--- config.mk ---
export PLATFORM = sky130hd
export DESIGN_NAME = pse_stack_ram
export DESIGN_NICKNAME = d
export VERILOG_FILES = /design/src/rtl/pse_stack_ram.sv
export SDC_FILE = /design/constraint.sdc
export NUM_CORES = 2
export LEC_CHECK = 0
export BUFFER_PORTS_ARGS = -buffer_cell sky130_fd_sc_hd__buf_2
export CAP_MARGIN = 20
export CORE_MARGIN = 4
export CORE_UTILIZATION = 56
export DETAILED_ROUTE_END_ITERATION = 8
export PLACE_DENSITY = 0.81
export SETUP_SLACK_MARGIN = 0.05
export SLEW_MARGIN = 10
export SYNTH_ARGS = -nofsm -noshare
export SYNTH_HDL_FRONTEND = slang
export SYNTH_SLANG_ARGS = --single-unit
--- constraint.sdc ---
create_clock -name aclk -period 9.6 [get_ports aclk]
set_input_delay 1.44 -clock aclk [delete_from_list [all_inputs] [get_ports aclk]]
set_output_delay 1.44 -clock aclk [all_outputs]
set_load 0.02 [all_outputs]
--- src/rtl/pse_stack_ram.sv ---
// single port write, single port read stack memory with registered read data
module pse_stack_ram #(
    parameter int DEPTH = 32,
    parameter int WIDTH = 64
) (
    input  logic                     aclk,
    input  logic                     wr_en,
    input  logic [$clog2(DEPTH)-1:0] wr_addr,
    input  logic [WIDTH-1:0]         wr_data,
    input  logic [$clog2(DEPTH)-1:0] rd_addr,
    output logic [WIDTH-1:0]         rd_data
);

    logic [WIDTH-1:0] mem [DEPTH];

    // write port
    always_ff @(posedge aclk) begin
        if (wr_en) begin
            mem[wr_addr] <= wr_data;
        end
    end

    // read port, registered read data
    always_ff @(posedge aclk) begin
        rd_data <= mem[rd_addr];
    end

endmodule

# Word-level counts from Yosys, hierarchy flattened
# Memory sizes are Yosys's and may differ from the RTL's. A register that Yosys moved wholly into a read port is not among the register bits.
# Index checks and enable logic that the tools add are counted.
[classes] n_div=0 n_shift=0 mul=0 mux=2 add_sub_neg=0 eq_ne=0 reduce_logical=0 bitwise=0 magnitude_cmp=0
[op_table] operator="$mux 1" n=2
[word_totals] regBits=0 out_inout_bits=64 in_bits=76 rom_bits=0 latch_bits=0 mem_bits_rw=2048 mem_count=1
[mem_list] memory="mem" words=32 word_bits=64 read_ports=1 rd_clocked_by_memory_dff=1 wr=1 line="14" text="logic [WIDTH-1:0] mem [DEPTH];"

# Longest topological paths before layout
[logic_depth] ltp_word=2 depth_mapped=9 mapped_depth_nobuf=4

# Worst setup path after synthesis
# Ideal clock, no wire load.
[synth_path] kind="in2reg" from="input port wr_addr[1]" to="memory mem[12][0] (enable)" arrival_time_ns=4.776 required_time_ns=9.114 slack_ns=4.338 path_buffers=1 setup_ns=0.486 cell_stages=3 cell_sequence="or3b_2 > clkbuf_1 > nor2_1"
[synth_lines] element="from (decl)" line="8" text="input logic [$clog2(DEPTH)-1:0] wr_addr,"
[synth_lines] element="to (decl)" line="14"
# Straight into the memory's write port.

# Worst setup path after layout
[layout_path] from="input port wr_addr[0]" to="memory mem[6][51] (enable)"
# Straight into the memory's write port.

==> results.sh <==
export IMPL_status="finished clean"
export IMPL_finalMaxSlewViolations=0
export IMPL_synth_area_top_cells="edfxtp_1 (78%), mux4_2 (17%), dfxtp_1 (1.6%)"
export IMPL_grt_use_total_pct=28.3
export IMPL_via_per_inst=6.93
export IMPL_rsz0062_at_grt="no"
export IMPL_initial_core_util_pct=56.5
export IMPL_hp_start="mem[4][34]$_DFFE_PP_"
export IMPL_cts_reportedPaths_clkPinSlew_ns=0.06
export IMPL_yosys_register_bits=2112
export IMPL_power_leakage_nw=27.6
export IMPL_finalCritPeriodShare_pct=42.3
export IMPL_yosysTopAreaCell="edfxtp_1"
export IMPL_globalplace_congestion=0.748
export IMPL_netlist_area_um2=79000
export IMPL_core_um2=140000
export IMPL_dieHeight_um=384
export IMPL_grt_pass1_wl_um=293000
export IMPL_cp_depth=4
export IMPL_critPathMaxStageDelay_ns=1.18
export IMPL_crit_start="wr_addr[0]"
export IMPL_drv_cap=0
export IMPL_max_freq_mhz=246
export IMPL_synth_warnings=0
export IMPL_drtIter0Drc=6693
export IMPL_cts_tree="done"
export IMPL_syn_nets=3173
export IMPL_cts_htree_levels=4
export IMPL_cp_data_arrival_time_ns=4.49
export IMPL_ios=140
export IMPL_fin_cells=5412
export IMPL_finalSetupViolations=0
export IMPL_row_count=137
export IMPL_cts_root_buf="clkbuf_16"
export IMPL_grt_overflow=0
export IMPL_synthCells=3097
export IMPL_skew_ns=0.0282
export IMPL_cp_start_kind="input pin"
export IMPL_seq_area_frac_synth_pct=79.5
export IMPL_crit_chain="buf_2, nand3b_1, nor2_4, buf_4"
export IMPL_final_hold_viol_count=0
export IMPL_dp_cells=5032
export IMPL_cts_buffers=196
export IMPL_dieWidth_um=384
export IMPL_clkLatencyLatePin_ns=0.83
export IMPL_synth_cell_types=31
export IMPL_drc=0
export IMPL_worstMarginPinSlew_ns=1.18
export IMPL_path_buf_inv=2
export IMPL_critical_path_class="input pin to flip-flop"
export IMPL_crit_family="simple AND/OR/NAND/NOR gates"
export IMPL_drtPass1Iterations=5
export IMPL_die_area_um2=147000
export IMPL_cts_max_path_buffers=3
export IMPL_grt_max_degree=111
export IMPL_wire_per_inst_um=37.9
export IMPL_layout_min_cycle_time_ns=4.06
export IMPL_hold_class="flip-flop to flip-flop"
export IMPL_grt_pass1_vias=38700
export IMPL_vdd_ir_drop_max_uv=187
export IMPL_synthToLayoutAreaGrowth_pct=12.2
export IMPL_cts_setup_buffers=0
export IMPL_ant_nets=0
export IMPL_portBuffers=139
export IMPL_vias=37500
export IMPL_dp_hpwl_um=95000
export IMPL_cts_hold_buf=0
export IMPL_r2r_cells=3
export IMPL_antenna_found_initial=25
export IMPL_nets=3432
export IMPL_crit_fanout=41
export IMPL_critPathRequiredTime_ns=10.02
export IMPL_slowest_stage="nor2_4"
export IMPL_synth_avg_cell_area_um2=25.5
export IMPL_cts_resized=0
export IMPL_hold_slack_ns=0.810
export IMPL_setup_worst_path_end_class="flip-flop"
export IMPL_power_density_nw_per_um2=213
export IMPL_whs_path_depth=3
export IMPL_synth_top_area_share_pct=77.9
export IMPL_routed_wirelength_um=205000
export IMPL_cts_sink_count=2112
export IMPL_tns_ns=0
export IMPL_r2r_start="mem[19][12]$_DFFE_PP_"
export IMPL_slew_headroom_pct=21.3
export IMPL_drive_gt1_share_pct=34.3
==> synth_stat cells (all sizes together) <==
| library cell | n |
|---|---|
| nor2b | 4 |
| buf | 101 |
| or3 | 1 |
| nand2 | 3 |
| a211oi | 3 |
| dfxtp | 64 |
| mux2 | 74 |
| mux2i | 38 |
| o31a | 3 |
| a22oi | 3 |
| a22o | 1 |
| or3b | 2 |
| clkbuf | 55 |
| o211ai | 3 |
| o221ai | 3 |
| o2bb2ai | 3 |
| nand2b | 2 |
| mux4 | 602 |
| and2 | 4 |
| o22ai | 10 |
| o21ai | 9 |
| inv | 1 |
| edfxtp | 2048 |
| nor2 | 41 |
| nand3 | 2 |
| a221oi | 12 |
| nand3b | 5 |
==> sequential cells by signal, summed over array words and instances, names as in the netlist <==
register	cells
mem	2048
rd_data	64
==> kinds of logic (layout without fill, tap and decap cells) <==
family                 Yosys count  after routing  share of synthesized area, %
other                            0             14                             0
AO/OA/AOI/OAI                   50             50                         0.466
flip-flops                    2112           2112                          79.5
multiplexers                   714            714                          18.7
AND/OR/NAND/NOR                 64             64                         0.379
buffers and inverters          157            582                         0.944
==> report_power, final <==
group | leakage [nW] | switching, mW | total (mW) | internal, mW
clock | 3.07 | 3.38 | 7.63 | 4.25
sequential | 19.0 | 0.0680 | 10.3 | 10.3
combinational | 5.56 | 0.554 | 0.935 | 0.381
total | 27.6 | 4.01 | 18.9 | 14.9
==> worst min-delay path, cell delays in order, from the launching register on <==
cell and delay (ns):
edfxtp_1 0.31, mux2i_1 0.06, a211oi_1 0.26, o31a_1 0.15
==> final timing paths <==
kind | end | slack [ns]
setup / recovery | mem[6][51]$_DFFE_PP_ | 5.54
hold / removal | rd_data[34]$_DFF_P_ | 0.81
setup reg to reg | rd_data[12]$_DFF_P_ | 7.66
hold reg to reg | rd_data[34]$_DFF_P_ | 0.81
==> per-layer routing <==
layer | up-vias | track usage (%) | share of wire, %
met2 | 3123 | 45.9 | 50
met1 | 19800 | 38.5 | 34
met4 | 14 | 10.5 | 3.9
met3 | 501 | 6.41 | 12
li1 | 14000 | - | -
met5 | - | 0 | 0.045
==> through the flow <==
step	util, %	setup slack, ns	power (mW)	cell area [µm²]
floorplan	-	4.34	11.0	79000
global placement	58.8	4.71	11.4	82200
detailed placement	58.8	4.76	11.4	82300
CTS	63.3	5.60	18.9	88500
global route	63.3	5.45	19.4	88600
finish	63.3	5.54	18.9	88600
==> placed cells by master, fill, tap and decap left out, types with 19 or more instances in the layout <==
| cell type | instances |
|---|---|
| dfxtp_1 | 64 |
| mux2i_1 | 38 |
| clkbuf_8 | 19 |
| buf_2 | 134 |
| mux4_2 | 602 |
| mux2_2 | 74 |
| clkinv_1 | 27 |
| buf_4 | 64 |
| clkbuf_16 | 200 |
| edfxtp_1 | 2048 |
| clkbuf_1 | 56 |
| clkinv_2 | 37 |
| nor2_4 | 32 |
==> final cells by class <==
| cell class | instances | area [µm²] |
|---|---|---|
| Sequential cell | 2112 | 62800 |
| Fill cell | 8559 | 51300 |
| Multi-Input combinational cell | 828 | 15700 |
| Clock buffer | 275 | 5480 |
| Tap cell | 1876 | 2350 |
| Timing Repair Buffer | 217 | 1530 |
| Clock inverter | 89 | 749 |
| Antenna cell | 14 | 35.0 |
| Inverter | 1 | 3.75 |
Power figures use the tool's default switching activity.
