**src/rtl/pse_pkg.sv**
```systemverilog
// shared constants, command, operator and status codes for the postfix stack evaluator
package pse_pkg;

    // stack geometry
    localparam int STACK_DEPTH = 32;
    localparam int ADDR_W      = $clog2(STACK_DEPTH);
    localparam int CNT_W       = $clog2(STACK_DEPTH + 1);
    localparam int DATA_W      = 64;

    // field widths fixed by the item format
    localparam int CMD_W     = 2;
    localparam int OP_W      = 2;
    localparam int STATUS_W  = 2;
    localparam int ENTRIES_W = 6;

    // command codes
    localparam logic [CMD_W-1:0] CMD_PUSH  = 2'd0;
    localparam logic [CMD_W-1:0] CMD_APPLY = 2'd1;
    localparam logic [CMD_W-1:0] CMD_POP   = 2'd2;

    // operator codes
    localparam logic [OP_W-1:0] OP_ADD = 2'd0;
    localparam logic [OP_W-1:0] OP_SUB = 2'd1;
    localparam logic [OP_W-1:0] OP_MUL = 2'd2;
    localparam logic [OP_W-1:0] OP_DIV = 2'd3;

    // status codes
    localparam logic [STATUS_W-1:0] STAT_OK    = 2'd0;
    localparam logic [STATUS_W-1:0] STAT_FULL  = 2'd1;
    localparam logic [STATUS_W-1:0] STAT_EMPTY = 2'd2;
    localparam logic [STATUS_W-1:0] STAT_DIV0  = 2'd3;

endpackage

```
**src/rtl/pse_mul.sv**
```systemverilog
// 64 by 64 wrapping multiplier built from one shared 32 by 32 multiplier reused for three partial products
module pse_mul (
    input  logic                        aclk,
    input  logic                        aresetn,
    input  logic                        start,
    input  logic [pse_pkg::DATA_W-1:0]  op_a,
    input  logic [pse_pkg::DATA_W-1:0]  op_b,
    output logic                        done,
    output logic [pse_pkg::DATA_W-1:0]  product
);

    localparam int HALF_W = pse_pkg::DATA_W / 2;

    logic                       busy_reg, busy_next;
    logic [1:0]                 phase_reg, phase_next;
    logic                       done_reg, done_next;
    logic [pse_pkg::DATA_W-1:0] a_reg, a_next;
    logic [pse_pkg::DATA_W-1:0] b_reg, b_next;
    logic [pse_pkg::DATA_W-1:0] prod_reg, prod_next;
    logic [pse_pkg::DATA_W-1:0] acc_reg, acc_next;
    logic [HALF_W-1:0]          mul_x, mul_y;
    logic [pse_pkg::DATA_W-1:0] mul_p;

    // operand select: low by low, low by high, high by low
    always_comb begin
        case (phase_reg)
            2'd1: begin
                mul_x = a_reg[HALF_W-1:0];
                mul_y = b_reg[pse_pkg::DATA_W-1:HALF_W];
            end
            2'd2: begin
                mul_x = a_reg[pse_pkg::DATA_W-1:HALF_W];
                mul_y = b_reg[HALF_W-1:0];
            end
            default: begin
                mul_x = a_reg[HALF_W-1:0];
                mul_y = b_reg[HALF_W-1:0];
            end
        endcase
    end

    assign mul_p = {{HALF_W{1'b0}}, mul_x} * {{HALF_W{1'b0}}, mul_y};

    // partial product register, then accumulate it in the next phase
    always_comb begin
        busy_next  = busy_reg;
        phase_next = phase_reg;
        done_next  = 1'b0;
        a_next     = a_reg;
        b_next     = b_reg;
        prod_next  = prod_reg;
        acc_next   = acc_reg;
        if (start) begin
            busy_next  = 1'b1;
            phase_next = 2'd0;
            a_next     = op_a;
            b_next     = op_b;
        end else if (busy_reg) begin
            prod_next  = mul_p;
            phase_next = phase_reg + 2'd1;
            if (phase_reg == 2'd1) begin
                acc_next = prod_reg;
            end else if (phase_reg != 2'd0) begin
                acc_next = acc_reg + {prod_reg[HALF_W-1:0], {HALF_W{1'b0}}};
            end
            if (phase_reg == 2'd3) begin
                busy_next = 1'b0;
                done_next = 1'b1;
            end
        end
    end

    always_ff @(posedge aclk) begin
        if (!aresetn) begin
            busy_reg  <= 1'b0;
            phase_reg <= 2'd0;
            done_reg  <= 1'b0;
        end else begin
            busy_reg  <= busy_next;
            phase_reg <= phase_next;
            done_reg  <= done_next;
        end
        a_reg    <= a_next;
        b_reg    <= b_next;
        prod_reg <= prod_next;
        acc_reg  <= acc_next;
    end

    assign done    = done_reg;
    assign product = acc_reg;

endmodule

```
**config.mk**
```make
export PLATFORM = sky130hd
export DESIGN_NAME = pse_mul
export DESIGN_NICKNAME = d
export VERILOG_FILES = /design/src/rtl/pse_pkg.sv /design/src/rtl/pse_mul.sv
export SDC_FILE = /design/constraint.sdc
export NUM_CORES = 2
export LEC_CHECK = 0
export ABC_AREA = 1
export BUFFER_PORTS_ARGS = -buffer_cell sky130_fd_sc_hd__buf_4
export CAP_MARGIN = 15
export CORE_MARGIN = 5
export CORE_UTILIZATION = 36
export CTS_BUF_LIST = sky130_fd_sc_hd__clkbuf_2
export DETAILED_ROUTE_END_ITERATION = 12
export GPL_ROUTABILITY_DRIVEN = 0
export RECOVER_POWER = 50
export SLEW_MARGIN = 20
export SYNTH_ARGS = -nofsm -noshare
export SYNTH_HDL_FRONTEND = slang
export SYNTH_SLANG_ARGS = --single-unit
export TNS_END_PERCENT = 50
```
**constraint.sdc**
```tcl
create_clock -name aclk -period 10.1 [get_ports aclk]
set_input_delay 0.505 -clock aclk [delete_from_list [all_inputs] [get_ports aclk]]
set_output_delay 0.505 -clock aclk [all_outputs]
set_load 0.005 [all_outputs]
```
Word-level counts from Yosys, hierarchy flattened:

Cells that the tools add are included.

* flip-flop bits (word level): 260
* bits in latches: 0
* bits in writable memories: 0
* bits in read-only memories: 0
* input bits: 131
* word-level logic and storage cells: 30
* memories kept: 0

* add/subtract/negate cells: 2
* $mul: 1
* divide/modulo/power cells: 0
* order comparisons: 0
* eq/ne operators: 3
* shift operators: 0
* muxes and demuxes: 8
* bitwise operators: 3
* reductions and logical operators: 6

Operators with widths (number)
* 64-bit two-way mux: 2
* 64-bit adder: 1
* 32-bit by 32-bit multiplier with 64-bit output: 1
* 32-bit two-way mux: 2
* 2-bit == test (second input constant): 2
* 1-bit two-way mux: 4
* 2-bit nonzero test: 2
* 1-bit NOT: 3
* 3-bit AND reduction: 1
* 3-bit OR reduction: 1
* 2-bit by 1-bit adder with 2-bit output (second input constant): 1
* 2-bit by 1-bit == test with 1-bit output (second input constant): 1
* 2-bit AND reduction: 1
* 2-bit OR reduction: 1

Longest topological paths before layout:

* depth after elaboration: 4
* gate-level depth with buffers: 39
* depth with buffers taken out: 35

Worst setup path before layout:

Ideal clock, no wire load.

* path type: register to register
* start: register phase_reg[0]
* end: register prod_reg[53] (netlist bit), data pin
* library setup time: 252 ps
* arrival: 6829 ps
* slack: 3019 ps
* cell stages (with the launch flop): 32
* period minus slack after synthesis: 7081 ps
* cell sequence: dfxtp_1 -> inv_1 -> ha_1 -> buf_6 -> buf_6 -> buf_8 -> o21ai_4 -> buf_2 -> nand2_1 -> fa_1 -> inv_1 -> fa_1 -> fa_1 -> inv_1 -> fa_1 -> inv_1 -> fa_1 -> fa_1 -> fa_1 -> inv_1 -> fa_1 -> inv_1 -> ha_1 -> nand2_1 -> nor2_1 -> inv_1 -> nor2_1 -> nand2_1 -> nor3_1 -> nand2_1 -> nand3_1 -> nand2_1

* cells in the longest elaborated chain, start to end: 3
* elaborated cells between the ends (all ways): 5
* classes of those cells: mul (1); eq/ne (2); mux (2)

RTL lines
* start, declared: RTL line pse_mul.sv:15 `logic [1:0] phase_reg, phase_next;`
* start signal, assigned: RTL line pse_mul.sv:80 `phase_reg <= phase_next;`
* 2-bit == test or 2-bit by 1-bit == test with 1-bit output (tied branches): RTL line pse_mul.sv:26 `case (phase_reg)`
* 32-bit two-way mux: RTL line pse_mul.sv:26
* 32-bit by 32-bit multiplier with 64-bit output (*): RTL line pse_mul.sv:42 `assign mul_p = {{HALF_W{1'b0}}, mul_x} * {{HALF_W{1'b0}}, mul_y};`
* via mul_p (one bit): RTL line pse_mul.sv:22 `logic [pse_pkg::DATA_W-1:0] mul_p;`
* end signal, assigned: RTL line pse_mul.sv:85 `prod_reg <= prod_next;`
* end, declared: RTL line pse_mul.sv:19 `logic [pse_pkg::DATA_W-1:0] prod_reg, prod_next;`

Mark *: on every way through the listed nets, which the timed path passes. The rest lies on a longest branch.
A chain may end at the register's enable or synchronous reset.

Final worst setup path:

* start: register phase_reg[0]
* end: register prod_reg[62] (netlist bit), data pin

The elaborated chain is that of the path after synthesis.

==> flow_summary_export.csv <==
group,metric,value,unit
floorplan,dieArea,136000,um^2
routing,drc,0,
floorplan,core_area,128000,um^2
sta,post-route-period-util,88.6,%
logic_synthesis,yosysSeqAreaShare,16.8,%
sta,finalHoldViolations,0,
cts,cts_sinks,260,
worst_setup_path,worstPathRequired,11.11,ns
routing,via_count,37721,
placed_design,post-place-cells,7285,
run_status,status,"finished with violations",
logic_synthesis,synthAdderAreaFrac,46.9,%
logic_synthesis,synthMuxAreaShare,0,%
worst_setup_path,path_max_fanout,36,
worst_setup_path,critPathMaxStageDelay,0.81,ns
routing,firstDrtPassIters,8,
grt,grt_pass1_vias,39652,
routing,wirelength,155000,um
grt,grt_pass1_wl,236000,um
cts,h-tree-depth,3,
floorplan,placementRows,131,
sta,drv_slew,202,
final_layout,final_nets,7283,
cts,clock_latency,1.31,ns
routing,ant_nets,0,
worst_setup_path,slowest_stage,"o21ai_2",
final_layout,mostFrequentLayoutCell,"inv_1",
logic_synthesis,ys_seq_elements,260,
final_layout,final_cell_mix,"1392 x inv_1, 1372 x nand2_1, 897 x fa_1",
final_layout,area_growth,14.1,%
sta,worst_pin_slew,3.81,ns
sta,max_freq,0.112,GHz
floorplan,die_x,368,um
worst_setup_path,endpoint_kind,"flop",
sta,relSlewSlack,-154,%
logic_synthesis,syn_inst,5522,
sta,finalWorstSetupSlack,1.15,ns
sta,tns,0,ns
placed_design,portBuffers,195,
floorplan,start_util,36.2,%
grt,met1_usage,29.6,%
flow_run,max_cap_violations,4,
final_layout,fin_cells,7681,
logic_synthesis,synth_top_family_by_area,"adder cells",
grt,grt_max_degree,69,
floorplan,chipHeight,368,um
placed_design,dp.final_hpwl,124000,um
worst_setup_path,cp_common_cell,"fa_1",
logic_synthesis,synth-compound-area-share,2.58,%
grt,overflow,0,
placed_design,place_area,49400,um^2
worst_setup_path,crit_arrival,9.97,ns
final_layout,regArea,7770,um^2
grt,antenna_found_initial,6,
worst_setup_path,path_class,"reg2reg",
grt,track_usage,23.0,%
grt,gr-usage-met3,5.25,%
routing,post_drt_wl_per_cell,20.2,um
logic_synthesis,synthXorXnorAreaFrac,0.834,%
hold_path,hp-class,"in2reg",
final_layout,drive_above_1_share,8.95,%
logic_synthesis,syn-num-nets,6848,
logic_synthesis,syn-cell-area,46200,um^2
placed_design,pre_cts_ws,1.11,ns
logic_synthesis,synth-simple-area-share,19.0,%
cts,cts_tree,"yes",
routing,drt_iter0_markers,2861,
cts,cts.clk_slew.worst_paths,0.10,ns
final_layout,multi_input_area,32100,um^2
grt,use_met2,36.6,%
worst_setup_path,critPathTopFamily,"adder cells",
worst_setup_path,crit_buf_inv,8,
floorplan,num_io_pins,196,
cts,cts_buffers,74,
grt,globalRoute.busiestLayer,"met2",
sta,rsz0062_at_grt,"no",
logic_synthesis,ys_types,40,
cts,post_cts_resized,0,
sta,layout_min_cycle_time,8.95,ns
worst_setup_path,reg2reg_slack,1.15,ns
run_status,failed_checks,"capacitance limit, slew limit",
logic_synthesis,avgSynthCellArea,8.37,um^2
sta,setup_viol,0,
sta,clock_skew,0.150,ns
logic_synthesis,yosys_warnings,0,
final_layout,final_area,52700,um^2
cts,root_buffer,"clkbuf_2",
routing,via_per_inst,4.91,
final_layout,fillers,12796,
cts,max-clock-path-buffers,3,
worst_setup_path,crit_path_start_kind,"flop",
worst register-to-register path, delay by kind of cell, from the launching register on:
family / cells / cell delay, ns
compound gates: 1 / 0.82
fa+ha+maj: 10 / 4.79
buf+inv: 8 / 1.30
simple gates: 9 / 1.45
flops: 1 / 0.43
area by class of cell:
class | count | area share [%]
Inverter | 1439 | 10.3
Clock inverter | 27 | 0.283
Sequential cell | 260 | 14.7
Antenna cell | 7 | 0.0332
Timing Repair Buffer | 531 | 8.78
Clock buffer | 104 | 0.988
Multi-Input combinational cell | 3651 | 61.0
Tap cell | 1662 | 3.95
per-layer routing:
metal	wire length, um	vias up
li1	-	16862
met1	60900	18571
met2	69800	1825
met3	15000	461
met4	9530	2
met5	13	-
stage by stage:
stage	hold WS [ns]	util, %
2_1_floorplan	0.456	-
3_3_place_gp	0.487	38.8
3_5_place_dp	0.506	38.8
4_1_cts	0.155	41.3
5_1_grt	0.246	41.3
6_report	0.333	41.3
cell usage after synthesis, drive strengths merged:
library cell  instances  area, um^2
a21boi                1        7.51
and2                  1        6.26
xnor2                11        96.3
dfxtp                 4        80.1
a211oi                1        7.51
clkbuf               14        52.6
edfxtp              256        7690
xor2                 33         289
nand3                96         485
or2                   8        50.1
nand2              1383        5220
o21bai               13         101
fa                  897       18000
buf                 158         930
inv                1438        5400
a21oi                69         345
clkinv                1        3.75
o21ai                83         731
nor3                 27         176
nor2                707        2690
nand4                14        87.6
nand3b                5        37.5
nor4                  4        25.0
ha                  298        3730
final timing paths:
check                                          startpoint  cells after the start                     end
worst min-delay path                              aresetn                      3     busy_reg$_SDFF_PN0_
worst min register to register        busy_reg$_SDFF_PN0_                      2     busy_reg$_SDFF_PN0_
worst max register to register  phase_reg[0]$_SDFFE_PP0P_                     28  prod_reg[62]$_DFFE_PP_
worst max-delay path            phase_reg[0]$_SDFFE_PP0P_                     28  prod_reg[62]$_DFFE_PP_
cells by family after synthesis:
kind of cell / after synthesis
buf+inv: 1611
simple gates: 2245
compound gates: 167
fa+ha+maj: 1195
flops: 260
xor+xnor: 44
what timing repair did:
action                    in CTS  in global routing
hold endpoints to repair     206                  0
hold buffers                 258                  0
setup buffers                  0                  0
Power is not shown: default switching activity piles up to over one toggle a cycle in this logic, so the estimate is an artifact.
